$ cat src/hw/rtl/assert_macros.svh
// Assertion macros used by the RTL of the sorted list store.
// Needs nothing else; simulation builds get the checks, SYNTH builds get empty bodies.
`ifndef ASSERT_MACROS_SVH
`define ASSERT_MACROS_SVH

`ifndef SYNTH

`define SLST_ASSERT(lbl, clk, rst, prop, msg) \
  lbl: assert property (@(posedge clk) disable iff (rst) (prop)) else $error(msg);

`define SLST_ASSERT_IMPLY(lbl, clk, rst, cond, prop, msg) \
  lbl: assert property (@(posedge clk) disable iff (rst) (cond) |-> (prop)) else $error(msg);

`else

`define SLST_ASSERT(lbl, clk, rst, prop, msg)

`define SLST_ASSERT_IMPLY(lbl, clk, rst, cond, prop, msg)

`endif

`endif

$ cat src/hw/rtl/slst_pkg.sv
// Package of the sorted list store: field widths, item kinds, result codes and states.
// Depends on nothing.
`timescale 1ns / 1ps

package slst_pkg;

  localparam int DATA_W  = 32;
  localparam int KIND_W  = 2;
  localparam int STAT_W  = 2;
  localparam int POS_W   = 6;
  localparam int COUNT_W = 7;

  localparam logic [KIND_W-1:0] KIND_INSERT = 2'd0;
  localparam logic [KIND_W-1:0] KIND_DELETE = 2'd1;
  localparam logic [KIND_W-1:0] KIND_READ   = 2'd2;

  localparam logic [STAT_W-1:0] STAT_DONE  = 2'd0;
  localparam logic [STAT_W-1:0] STAT_FULL  = 2'd1;
  localparam logic [STAT_W-1:0] STAT_ENTRY = 2'd2;
  localparam logic [STAT_W-1:0] STAT_EMPTY = 2'd3;

  typedef enum logic [2:0] {
    S_IDLE,
    S_INS,
    S_PUT,
    S_DEL,
    S_READ,
    S_RESP
  } state_t;

endpackage

$ cat src/hw/rtl/slst_ram.sv
// Entry memory of the sorted list store: one write port, one read port, registered read data.
// Depends on slst_pkg for the data width.
`timescale 1ns / 1ps

module slst_ram #(
  parameter int DEPTH = 32,
  parameter int AW    = 5
) (
  input  logic                        clk,
  input  logic                        wr_en,
  input  logic [AW-1:0]               wr_addr,
  input  logic [slst_pkg::DATA_W-1:0] wr_data,
  input  logic                        rd_en,
  input  logic [AW-1:0]               rd_addr,
  output logic [slst_pkg::DATA_W-1:0] rd_data
);
  import slst_pkg::*;

  logic [DATA_W-1:0] mem [DEPTH];

  always_ff @(posedge clk) begin
    if (wr_en) begin
      mem[wr_addr] <= wr_data;
    end
  end

  always_ff @(posedge clk) begin
    if (rd_en) begin
      rd_data <= mem[rd_addr];
    end
  end

endmodule

$ cat src/hw/rtl/sorted_list_store_core.sv
// Channel  Handshake                Word
// input    in_valid / in_stall      kind, value
// output   out_valid / out_stall    status, entry_value, position, held_count, last
//
// Insert walks down from the top entry to its slot and delete walks every held entry through
// the memory read port, one entry per cycle; a full insert, an empty readout or an unused
// kind goes straight to its status word.
// A readout delivers one word per cycle when unstalled.
// Reset clears the count and the control state; the memory itself is never cleared.
// A stalled output holds the readout walk and the final status word; one item is worked on
// at a time.
// Depends on slst_pkg, slst_ram and assert_macros.svh.
`timescale 1ns / 1ps
`include "assert_macros.svh"

module sorted_list_store_core #(
  parameter int CAPACITY = 32
) (
  input  logic                               clk,
  input  logic                               rst,
  input  logic                               in_valid,
  output logic                               in_stall,
  input  logic [slst_pkg::KIND_W-1:0]        kind,
  input  logic signed [slst_pkg::DATA_W-1:0] value,
  output logic                               out_valid,
  input  logic                               out_stall,
  output logic [slst_pkg::STAT_W-1:0]        status,
  output logic signed [slst_pkg::DATA_W-1:0] entry_value,
  output logic [slst_pkg::POS_W-1:0]         position,
  output logic [slst_pkg::COUNT_W-1:0]       held_count,
  output logic                               last
);
  import slst_pkg::*;

  localparam int AW = (CAPACITY > 1) ? $clog2(CAPACITY) : 1;
  localparam logic [COUNT_W-1:0] CAP_C = COUNT_W'(CAPACITY);

  state_t state, state_next;

  logic [COUNT_W-1:0]       count, count_next;
  logic [COUNT_W-1:0]       scan, scan_next;
  logic [COUNT_W-1:0]       scan_m1;
  logic [COUNT_W-1:0]       wcnt, wcnt_next;
  logic                     rd_valid, rd_valid_next;
  logic [AW-1:0]            rd_idx, rd_idx_next;
  logic signed [DATA_W-1:0] val_reg, val_reg_next;
  logic [AW-1:0]            ins_pos, ins_pos_next;
  logic [STAT_W-1:0]        res_status, res_status_next;
  logic [POS_W-1:0]         res_pos, res_pos_next;
  logic [COUNT_W-1:0]       res_count, res_count_next;

  logic                     out_valid_next;
  logic                     out_load;
  logic [STAT_W-1:0]        status_next;
  logic signed [DATA_W-1:0] entry_value_next;
  logic [POS_W-1:0]         position_next;
  logic [COUNT_W-1:0]       held_count_next;
  logic                     last_next;

  logic              rd_en;
  logic [AW-1:0]     rd_addr;
  logic [DATA_W-1:0] rd_data;
  logic              wr_en;
  logic [AW-1:0]     wr_addr;
  logic [DATA_W-1:0] wr_data;

  logic accept;
  logic out_free;
  logic ge;
  logic ins_stop;
  logic move;
  logic scan_done;

  slst_ram #(
    .DEPTH (CAPACITY),
    .AW    (AW)
  ) u_ram (
    .clk     (clk),
    .wr_en   (wr_en),
    .wr_addr (wr_addr),
    .wr_data (wr_data),
    .rd_en   (rd_en),
    .rd_addr (rd_addr),
    .rd_data (rd_data)
  );

  assign in_stall  = (state != S_IDLE);
  assign accept    = in_valid && (state == S_IDLE);
  assign out_free  = !out_valid || !out_stall;
  assign ge        = $signed(rd_data) >= val_reg;
  assign ins_stop  = rd_valid && (!ge || (rd_idx == '0));
  assign move      = rd_valid && out_free;
  assign scan_m1   = scan - COUNT_W'(1);
  assign scan_done = (scan == count) && !rd_valid;

  always_comb begin
    state_next = state;
    case (state)
      S_IDLE: begin
        if (accept) begin
          case (kind)
            KIND_INSERT: begin
              if (count >= CAP_C) begin
                state_next = S_RESP;
              end else if (count == '0) begin
                state_next = S_PUT;
              end else begin
                state_next = S_INS;
              end
            end
            KIND_DELETE: state_next = S_DEL;
            KIND_READ: begin
              state_next = (count == '0) ? S_RESP : S_READ;
            end
            default: state_next = S_RESP;
          endcase
        end
      end
      S_INS: begin
        if (ins_stop) begin
          state_next = S_PUT;
        end
      end
      S_PUT: state_next = S_RESP;
      S_DEL: begin
        if (scan_done) begin
          state_next = S_RESP;
        end
      end
      S_READ: begin
        if (scan_done) begin
          state_next = S_IDLE;
        end
      end
      S_RESP: begin
        if (out_free) begin
          state_next = S_IDLE;
        end
      end
      default: state_next = S_IDLE;
    endcase
  end

  always_comb begin
    count_next      = count;
    scan_next       = scan;
    wcnt_next       = wcnt;
    rd_valid_next   = rd_valid;
    val_reg_next    = val_reg;
    ins_pos_next    = ins_pos;
    res_status_next = res_status;
    res_pos_next    = res_pos;
    res_count_next  = res_count;
    rd_en           = 1'b0;
    rd_addr         = scan[AW-1:0];
    wr_en           = 1'b0;
    wr_addr         = rd_idx;
    wr_data         = rd_data;
    out_load         = 1'b0;
    status_next      = STAT_DONE;
    entry_value_next = '0;
    position_next    = '0;
    held_count_next  = count;
    last_next        = 1'b1;

    case (state)
      S_IDLE: begin
        rd_valid_next = 1'b0;
        if (accept) begin
          val_reg_next    = value;
          scan_next       = (kind == KIND_INSERT) ? count : '0;
          wcnt_next       = '0;
          ins_pos_next    = '0;
          res_pos_next    = '0;
          res_count_next  = count;
          case (kind)
            KIND_INSERT: res_status_next = STAT_FULL;
            KIND_READ: begin
              res_status_next = STAT_EMPTY;
              res_count_next  = '0;
            end
            default: res_status_next = STAT_DONE;
          endcase
        end
      end
      S_INS: begin
        if (rd_valid) begin
          if (ge) begin
            wr_en        = 1'b1;
            wr_addr      = rd_idx + AW'(1);
            wr_data      = rd_data;
            ins_pos_next = '0;
          end else begin
            ins_pos_next = rd_idx + AW'(1);
          end
        end
        rd_en   = (scan != '0) && !ins_stop;
        rd_addr = scan_m1[AW-1:0];
        if (rd_en) begin
          scan_next = scan_m1;
        end
        rd_valid_next = rd_en;
      end
      S_PUT: begin
        wr_en           = 1'b1;
        wr_addr         = ins_pos;
        wr_data         = val_reg;
        count_next      = count + COUNT_W'(1);
        res_status_next = STAT_DONE;
        res_pos_next    = POS_W'(ins_pos);
        res_count_next  = count + COUNT_W'(1);
      end
      S_DEL: begin
        if (rd_valid && !rd_data[0]) begin
          wr_en     = 1'b1;
          wr_addr   = wcnt[AW-1:0];
          wr_data   = rd_data;
          wcnt_next = wcnt + COUNT_W'(1);
        end
        rd_en   = (scan < count);
        rd_addr = scan[AW-1:0];
        if (rd_en) begin
          scan_next = scan + COUNT_W'(1);
        end
        rd_valid_next = rd_en;
        if (scan_done) begin
          count_next      = wcnt;
          res_status_next = STAT_DONE;
          res_pos_next    = '0;
          res_count_next  = wcnt;
        end
      end
      S_READ: begin
        if (move) begin
          out_load         = 1'b1;
          status_next      = STAT_ENTRY;
          entry_value_next = rd_data;
          position_next    = POS_W'(rd_idx);
          held_count_next  = count;
          last_next        = ((COUNT_W'(rd_idx) + COUNT_W'(1)) == count);
        end
        rd_en   = (scan < count) && (!rd_valid || move);
        rd_addr = scan[AW-1:0];
        if (rd_en) begin
          scan_next = scan + COUNT_W'(1);
        end
        rd_valid_next = rd_en || (rd_valid && !move);
      end
      S_RESP: begin
        if (out_free) begin
          out_load        = 1'b1;
          status_next     = res_status;
          position_next   = res_pos;
          held_count_next = res_count;
        end
      end
      default: begin
        rd_valid_next = 1'b0;
      end
    endcase
  end

  assign rd_idx_next    = rd_en ? rd_addr : rd_idx;
  assign out_valid_next = out_load || (out_valid && out_stall);

  always_ff @(posedge clk) begin
    if (rst) begin
      state     <= S_IDLE;
      count     <= '0;
      rd_valid  <= 1'b0;
      out_valid <= 1'b0;
    end else begin
      state     <= state_next;
      count     <= count_next;
      rd_valid  <= rd_valid_next;
      out_valid <= out_valid_next;
    end
  end

  always_ff @(posedge clk) begin
    scan       <= scan_next;
    wcnt       <= wcnt_next;
    rd_idx     <= rd_idx_next;
    val_reg    <= val_reg_next;
    ins_pos    <= ins_pos_next;
    res_status <= res_status_next;
    res_pos    <= res_pos_next;
    res_count  <= res_count_next;
    if (out_load) begin
      status      <= status_next;
      entry_value <= entry_value_next;
      position    <= position_next;
      held_count  <= held_count_next;
      last        <= last_next;
    end
  end

  `SLST_ASSERT(a_count_cap, clk, rst, count <= CAP_C, "Held count exceeds the capacity.")
  `SLST_ASSERT_IMPLY(a_entry_pos, clk, rst, out_valid && (status == STAT_ENTRY), COUNT_W'(position) < held_count, "List entry position is not below the held count.")
  `SLST_ASSERT_IMPLY(a_rd_state, clk, rst, rd_valid, (state == S_INS) || (state == S_DEL) || (state == S_READ), "Read data is pending outside a memory walk.")
  `SLST_ASSERT_IMPLY(a_read_nowrite, clk, rst, state == S_READ, !wr_en, "Memory written during a readout.")

endmodule
$ cat config.mk
export PLATFORM = sky130hd
export DESIGN_NAME = sorted_list_store_core
export DESIGN_NICKNAME = d
export VERILOG_FILES = /design/src/hw/rtl/slst_pkg.sv /design/src/hw/rtl/slst_ram.sv /design/src/hw/rtl/sorted_list_store_core.sv
export VERILOG_INCLUDE_DIRS = /design/src /design/src/hw/rtl
export SDC_FILE = /design/constraint.sdc
export NUM_CORES = 2
export LEC_CHECK = 0
export ABC_AREA = 0
export ABC_CLOCK_PERIOD_IN_PS = 19500
export BUFFER_PORTS_ARGS = -buffer_cell sky130_fd_sc_hd__buf_2
export CAP_MARGIN = 20
export CORE_MARGIN = 2
export CORE_UTILIZATION = 39
export DETAILED_ROUTE_END_ITERATION = 6
export GPL_TIMING_DRIVEN = 0
export PLACE_DENSITY = 0.57
export SLEW_MARGIN = 20
export SYNTH_ARGS = -nofsm -noshare
export SYNTH_HDL_FRONTEND = slang
export SYNTH_SLANG_ARGS = --single-unit
$ cat constraint.sdc
create_clock -name clk -period 19.5 [get_ports clk]
set_clock_uncertainty 0.05 [all_clocks]
set_input_delay 1.95 -clock clk [delete_from_list [all_inputs] [get_ports clk]]
set_output_delay 1.95 -clock clk [all_outputs]
set_load 0.02 [all_outputs]
# Word-level counts from Yosys, hierarchy flattened
# Memory sizes are Yosys's and may differ from the RTL's. A register that Yosys moved wholly into a read port is not among the register bits.
# Cells that the tools add are included.
[totals]
reg_bits = 131
ramBits = 1024
input_bits = 38
out_inout_bits = 50
elab_cells = 147
memories = 1
[mem_list]
columns = ["name", "depth", "word_bits", "rd", "rd_ports_with_merged_regs", "write_ports", "line_no", "text"]
rows = [
  ["u_ram.mem", 32, 32, 1, 1, 1, "slst_ram.sv:19", "logic [DATA_W-1:0] mem [DEPTH];"],
]
[op_classes]
addsub = 6
n_lt_le_gt_ge = 3
eq_ne = 19
mux = 60
reduce_logical = 41
[op_table]
columns = ["cell", "n"]
rows = [
  ["7-bit 2-to-1 mux", 12],
  ["5-bit 2-to-1 mux", 8],
  ["32-bit >= comparator", 1],
  ["32-bit 2-to-1 mux", 1],
  ["7-bit case mux with 2 select lines", 2],
  ["7-bit case mux with 4 select lines", 1],
  ["7-bit by 1-bit adder with 7-bit output (second input constant)", 3],
  ["7-bit case mux with 3 select lines", 1],
  ["2-bit != test (second input constant)", 10],
  ["3-bit 2-to-1 mux", 6],
  ["6-bit 2-to-1 mux", 3],
  ["3-bit case mux with 6 select lines", 1],
  ["6-bit case mux with 3 select lines", 1],
  ["5-bit case mux with 3 select lines", 1],
  ["6-bit case mux with 2 select lines", 1],
  ["2-bit 2-to-1 mux", 5],
  ["5-bit case mux with 2 select lines", 1],
  ["5-bit AND reduction", 2],
  ["1-bit logical AND", 9],
  ["3-bit case mux with 3 select lines", 1],
  ["3-bit AND reduction", 3],
  ["1-bit 2-to-1 mux", 8],
  ["2-bit case mux with 2 select lines", 2],
  ["6-bit by 7-bit equality test with 1-bit output", 1],
  ["other kinds (27)", 45],
]

# Longest topological paths before layout
[logic_depth]
word_depth = 8
depth_mapped = 15

# By module
# A second synthesis with hierarchy kept.
[unflattened]
cells_unflattened = 2952
hier_area_um2 = 48202.5
[by_module_without_submodules]
columns = ["module", "instances", "cells_per_inst", "area_each_um2"]
rows = [
  ["slst_ram", 1, 2260, 40812.9],
  ["sorted_list_store_core", 1, 692, 7389.6],
]

# Least setup slack after synthesis
# OpenSTA, ideal clock, no wires.
[synth_path]
path_kind = "register -> register"
from = "register u_ram.rd_data[31] (netlist name) (read register of u_ram.mem)"
to = "memory u_ram.mem[10][0] (enable)"
arrival_ps = 5683
slack_ps = 13265
path_stages_with_launch = 10
path_buffers = 1
period_less_slack_ps = 6235
path_cell_list = "edfxtp_1 -> ha_1 -> nand3_2 -> nor4_4 -> a221oi_2 -> mux2i_1 -> a21oi_1 -> a311o_1 -> buf_2 -> nor4_1"
[synth_between]
elab_chain_len = 6
[synth_lines]
columns = ["item", "line_no", "text"]
rows = [
  ["start: declaration", "slst_ram.sv:15", "output logic [slst_pkg::DATA_W-1:0] rd_data"],
  ["32-bit >= comparator *", "sorted_list_store_core.sv:90", "assign ge = $signed(rd_data) >= val_reg;"],
  ["1-bit 2-to-1 mux", "sorted_list_store_core.sv:188", "if (ge) begin"],
  ["1-bit 2-to-1 mux", "sorted_list_store_core.sv:187", "if (rd_valid) begin"],
  ["1-bit case mux with 3 select lines", "sorted_list_store_core.sv:166", "case (state)"],
  ["1-bit 2-to-1 mux", "slst_ram.sv:22", "if (wr_en) begin"],
  ["1-bit 2-to-1 mux (implied by the code)", "slst_ram.sv:23", "mem[wr_addr] <= wr_data;"],
  ["end: declaration", "slst_ram.sv:19", ""],
]
# Mark *: on every way between the ends. The rest lies on a longest branch, timed or not.

# Final worst setup path
[layout_path]
from = "register state[0]"
to = "register u_ram.rd_data[10] (netlist name) (read register of u_ram.mem) (data pin)"
[layout_between]
elab_chain_len = 2
[layout_lines]
columns = ["item", "line_no", "text"]
rows = [
  ["start: declaration", "sorted_list_store_core.sv:38", "state_t state, state_next;"],
  ["start signal: assignment", "sorted_list_store_core.sv:273", "state <= state_next;"],
  ["3-bit equality test, or another cell as far along", "sorted_list_store_core.sv:166", ""],
  ["1-bit case mux with 3 select lines or 5-bit 2-to-1 mux (tied branches)", "sorted_list_store_core.sv:166", ""],
]
# Several ways; a longest one is shown, not always the timed one.
# A chain may end at the register's enable or synchronous reset.

==> summary.txt <==
Outcome
  – Status: finished clean

Clock tree
  – CTS H-tree depth: 3
  – Max clock buf depth: 3
  – TritonCTS clock tree: yes
  – Clock Pin Slew Worst Setup and Hold Paths: 0.07 ns
  – Setup bufs post-CTS: 0
  – Clock sink count: 1185
  – CTS resizes: 0
  – Root buffer cell: clkbuf_16
  – Hold Buf Count CTS: 0
  – Worst-skew pair later-pin latency: 0.72 ns
  – CTS Buf Count: 116

GRT
  – Maximum number of pins on one net before global-route repair: 48
  – Total global routing overflow: 0
  – Vias in the first global route: 25.41k
  – Antenna violations before repair: 8
  – Total GRT Usage: 0.1927
  – First-pass GRT wire length: 176200 um

Logic synthesis
  – Synth async-reset ratio: 0
  – Register area share after synthesis: 0.7405
  – Number of synthesized flops with an enable pin: 1173
  – Synthesis-stage register bit count: 1185
  – Syn avg cell area: 20.17 sq um
  – Synthesized netlist cell count: 2374
  – Mapped Nets: 2460
  – Unique masters post-synth: 63
  – Post-synth top flop: edfxtp_1
  – Synth Warn #: 0
  – Area of the mapped netlist: 47890 sq um

Placed design
  – PortBufs: 86
  – Dpl cells: 4315
  – Pre-CTS setup slack: 13.50 ns
  – GP Congestion: 0.8836
  – Dpl hpwl: 88040 um
  – Placed Instance Area: 51910 sq um

Worst setup path
  – Worst endpoint data arrival time: 6.45 ns
  – Crit path max fanout: 10
  – Critical path startpoint category: register
  – CP Data Required Time: 19.91 ns
  – Endpoint class of the critical path: register
  – CP Class: register to register
  – R2R setup slack: 13.46 ns
  – Reg2reg path depth: 15

Die
  – Core ar.: 121900 sq um
  – Io pins: 88
  – Initial Util: 0.3929
  – Die X-Extent: 354.4 um
  – Die height: 354.4 um
  – Rows: 128
  – Die area: 125600 sq um

Detailed routing
  – Remaining DRCs: 0
  – DR WL/cell: 26.71 um
  – Vias per cell: 5.425
  – DR vias: 24.57k
  – TritonRoute pass-1 iters: 7
  – DRT iter0 DRCs: 2386
  – Final wirelength: 121000 um
  – Final ANT Viol Nets: 0

STA
  – Worst-Margin Slew: 1.127 ns
  – Min cycle time layout: 6.042 ns
  – # setup viols final: 0
  – Unrepaired setup endpoints after global routing: false
  – Rel. slew slack: 0.2457
  – Max Clock Freq: 165.5 MHz
  – Final WS setup: 13.46 ns
  – Min Hold Slack: 0.4766 ns
  – Max Slew Vio Count: 0
  – Final Hold Fails: 0
  – Final Cycle Share: 0.3099
  – TNS Setup: 0 ns

Cells and area
  – Ratio of cells with drive above 1 in the final layout: 0.3182
  – Multi-input logic area: 11880 sq um
  – Max reg flops: 1024
  – Fill cells: 10.21k
  – Finished Layout Cells: 4529
  – Layout Nets: 2894
  – # diodes: 0
  – Syn-to-layout area delta: 16.36%
  – Largest Register: u_ram.mem
  – Storage element area: 35460 sq um
  – Commonest cells after routing, fill and taps aside: edfxtp_1, buf_2, mux4_2
  – Commonest non-fill, non-tap cell in the layout: edfxtp_1
  – Cell area after layout: 55720 sq um

Pwr
  – Pwr Density: 193.3 nW/um^2
  – Max VDD drop: 106.0 uV
  – Static leakage: 0.01900 uW

Worst hold path
  – Worst hold path type: register to register
  – Hold depth: 1

Job
  – Max Cap Viol: 0
[per-stage QoR]
| step | power (uW) | util |
|---|---|---|
| after floorplan | 6940 | - |
| after global placement | 8459 | 0.4132 |
| after detailed placement | 8625 | 0.4259 |
| after CTS | 10870 | 0.4571 |
| after global routing | 11290 | 0.4572 |
| final | 10770 | 0.4572 |
[report_power, final]
group	switching (uW)	leakage [uW]	total (uW)	internal, uW
sequential	113	0.0107	3660	3550
combinational	2930	0.00641	4870	1930
clock	950	0.00188	2240	1290
total	4000	0.0190	10800	6780
[final timing paths]
kind | startpoint | end
setup reg to reg | state[0] | u_ram.rd_data[10]
hold reg to reg | res_status[0] | status[0]
setup / recovery | state[0] | u_ram.rd_data[10]
hold / removal | res_status[0] | status[0]
[critical path, cell delays in order (launching register included)]
cell and delay, ns:
dfxtp_1 0.31, buf_4 0.15, nor2_1 0.07, nor2_1 0.37, nand2_1 0.36, inv_1 0.19, buf_4 0.21, clkbuf_1 0.49
ha_1 0.21, clkbuf_1 0.32, clkbuf_1 0.78, clkbuf_1 0.82, mux4_2 0.60, mux2i_1 0.21, mux2i_1 0.24, mux2_2 0.37
[layout make-up]
type,instances,area share
buffer,123,0.009992
clock buffer,138,0.05510
clock inverter,76,0.01316
inverter,62,0.004221
multi-input combinational,1004,0.2131
sequential,1185,0.6364
tap,1625,0.03649
timing repair buffer,316,0.03148
[per-layer routing]
layer,share of wire,GRT usage
met1,0.42,0.2588
met5,0,0
met4,0.031,0.06297
met3,0.055,0.02972
met2,0.49,0.3229
[kinds of logic after synthesis]
group           Yosys count  synth area share
buf+inv                 185           0.01612
other cells               1        0.00007830
fa+ha+maj                48           0.01254
mux                     518            0.1770
compound gates          157           0.02200
flops                  1185            0.7405
xor+xnor                 24          0.004389
simple gates            256           0.02741
[synthesized netlist by cell type (11+ instances only)]
cell,instances,area [sq um]
inv_1,61,229.0
nor3_1,16,80.08
edfxtp_1,1173,35220
mux4_2,256,5766
mux2i_1,196,1962
nand2_1,56,210.2
buf_2,41,205.2
o21ai_0,44,220.2
nand3_1,23,115.1
ha_1,48,600.6
a21oi_1,50,250.2
and2_1,36,225.2
and3_1,11,68.82
xnor2_1,18,157.7
nor4_1,35,219.0
clkbuf_1,67,251.5
dfxtp_1,12,240.2
nor2_1,55,206.5
mux2_2,65,732.0
(Power assumes the default switching activity.)
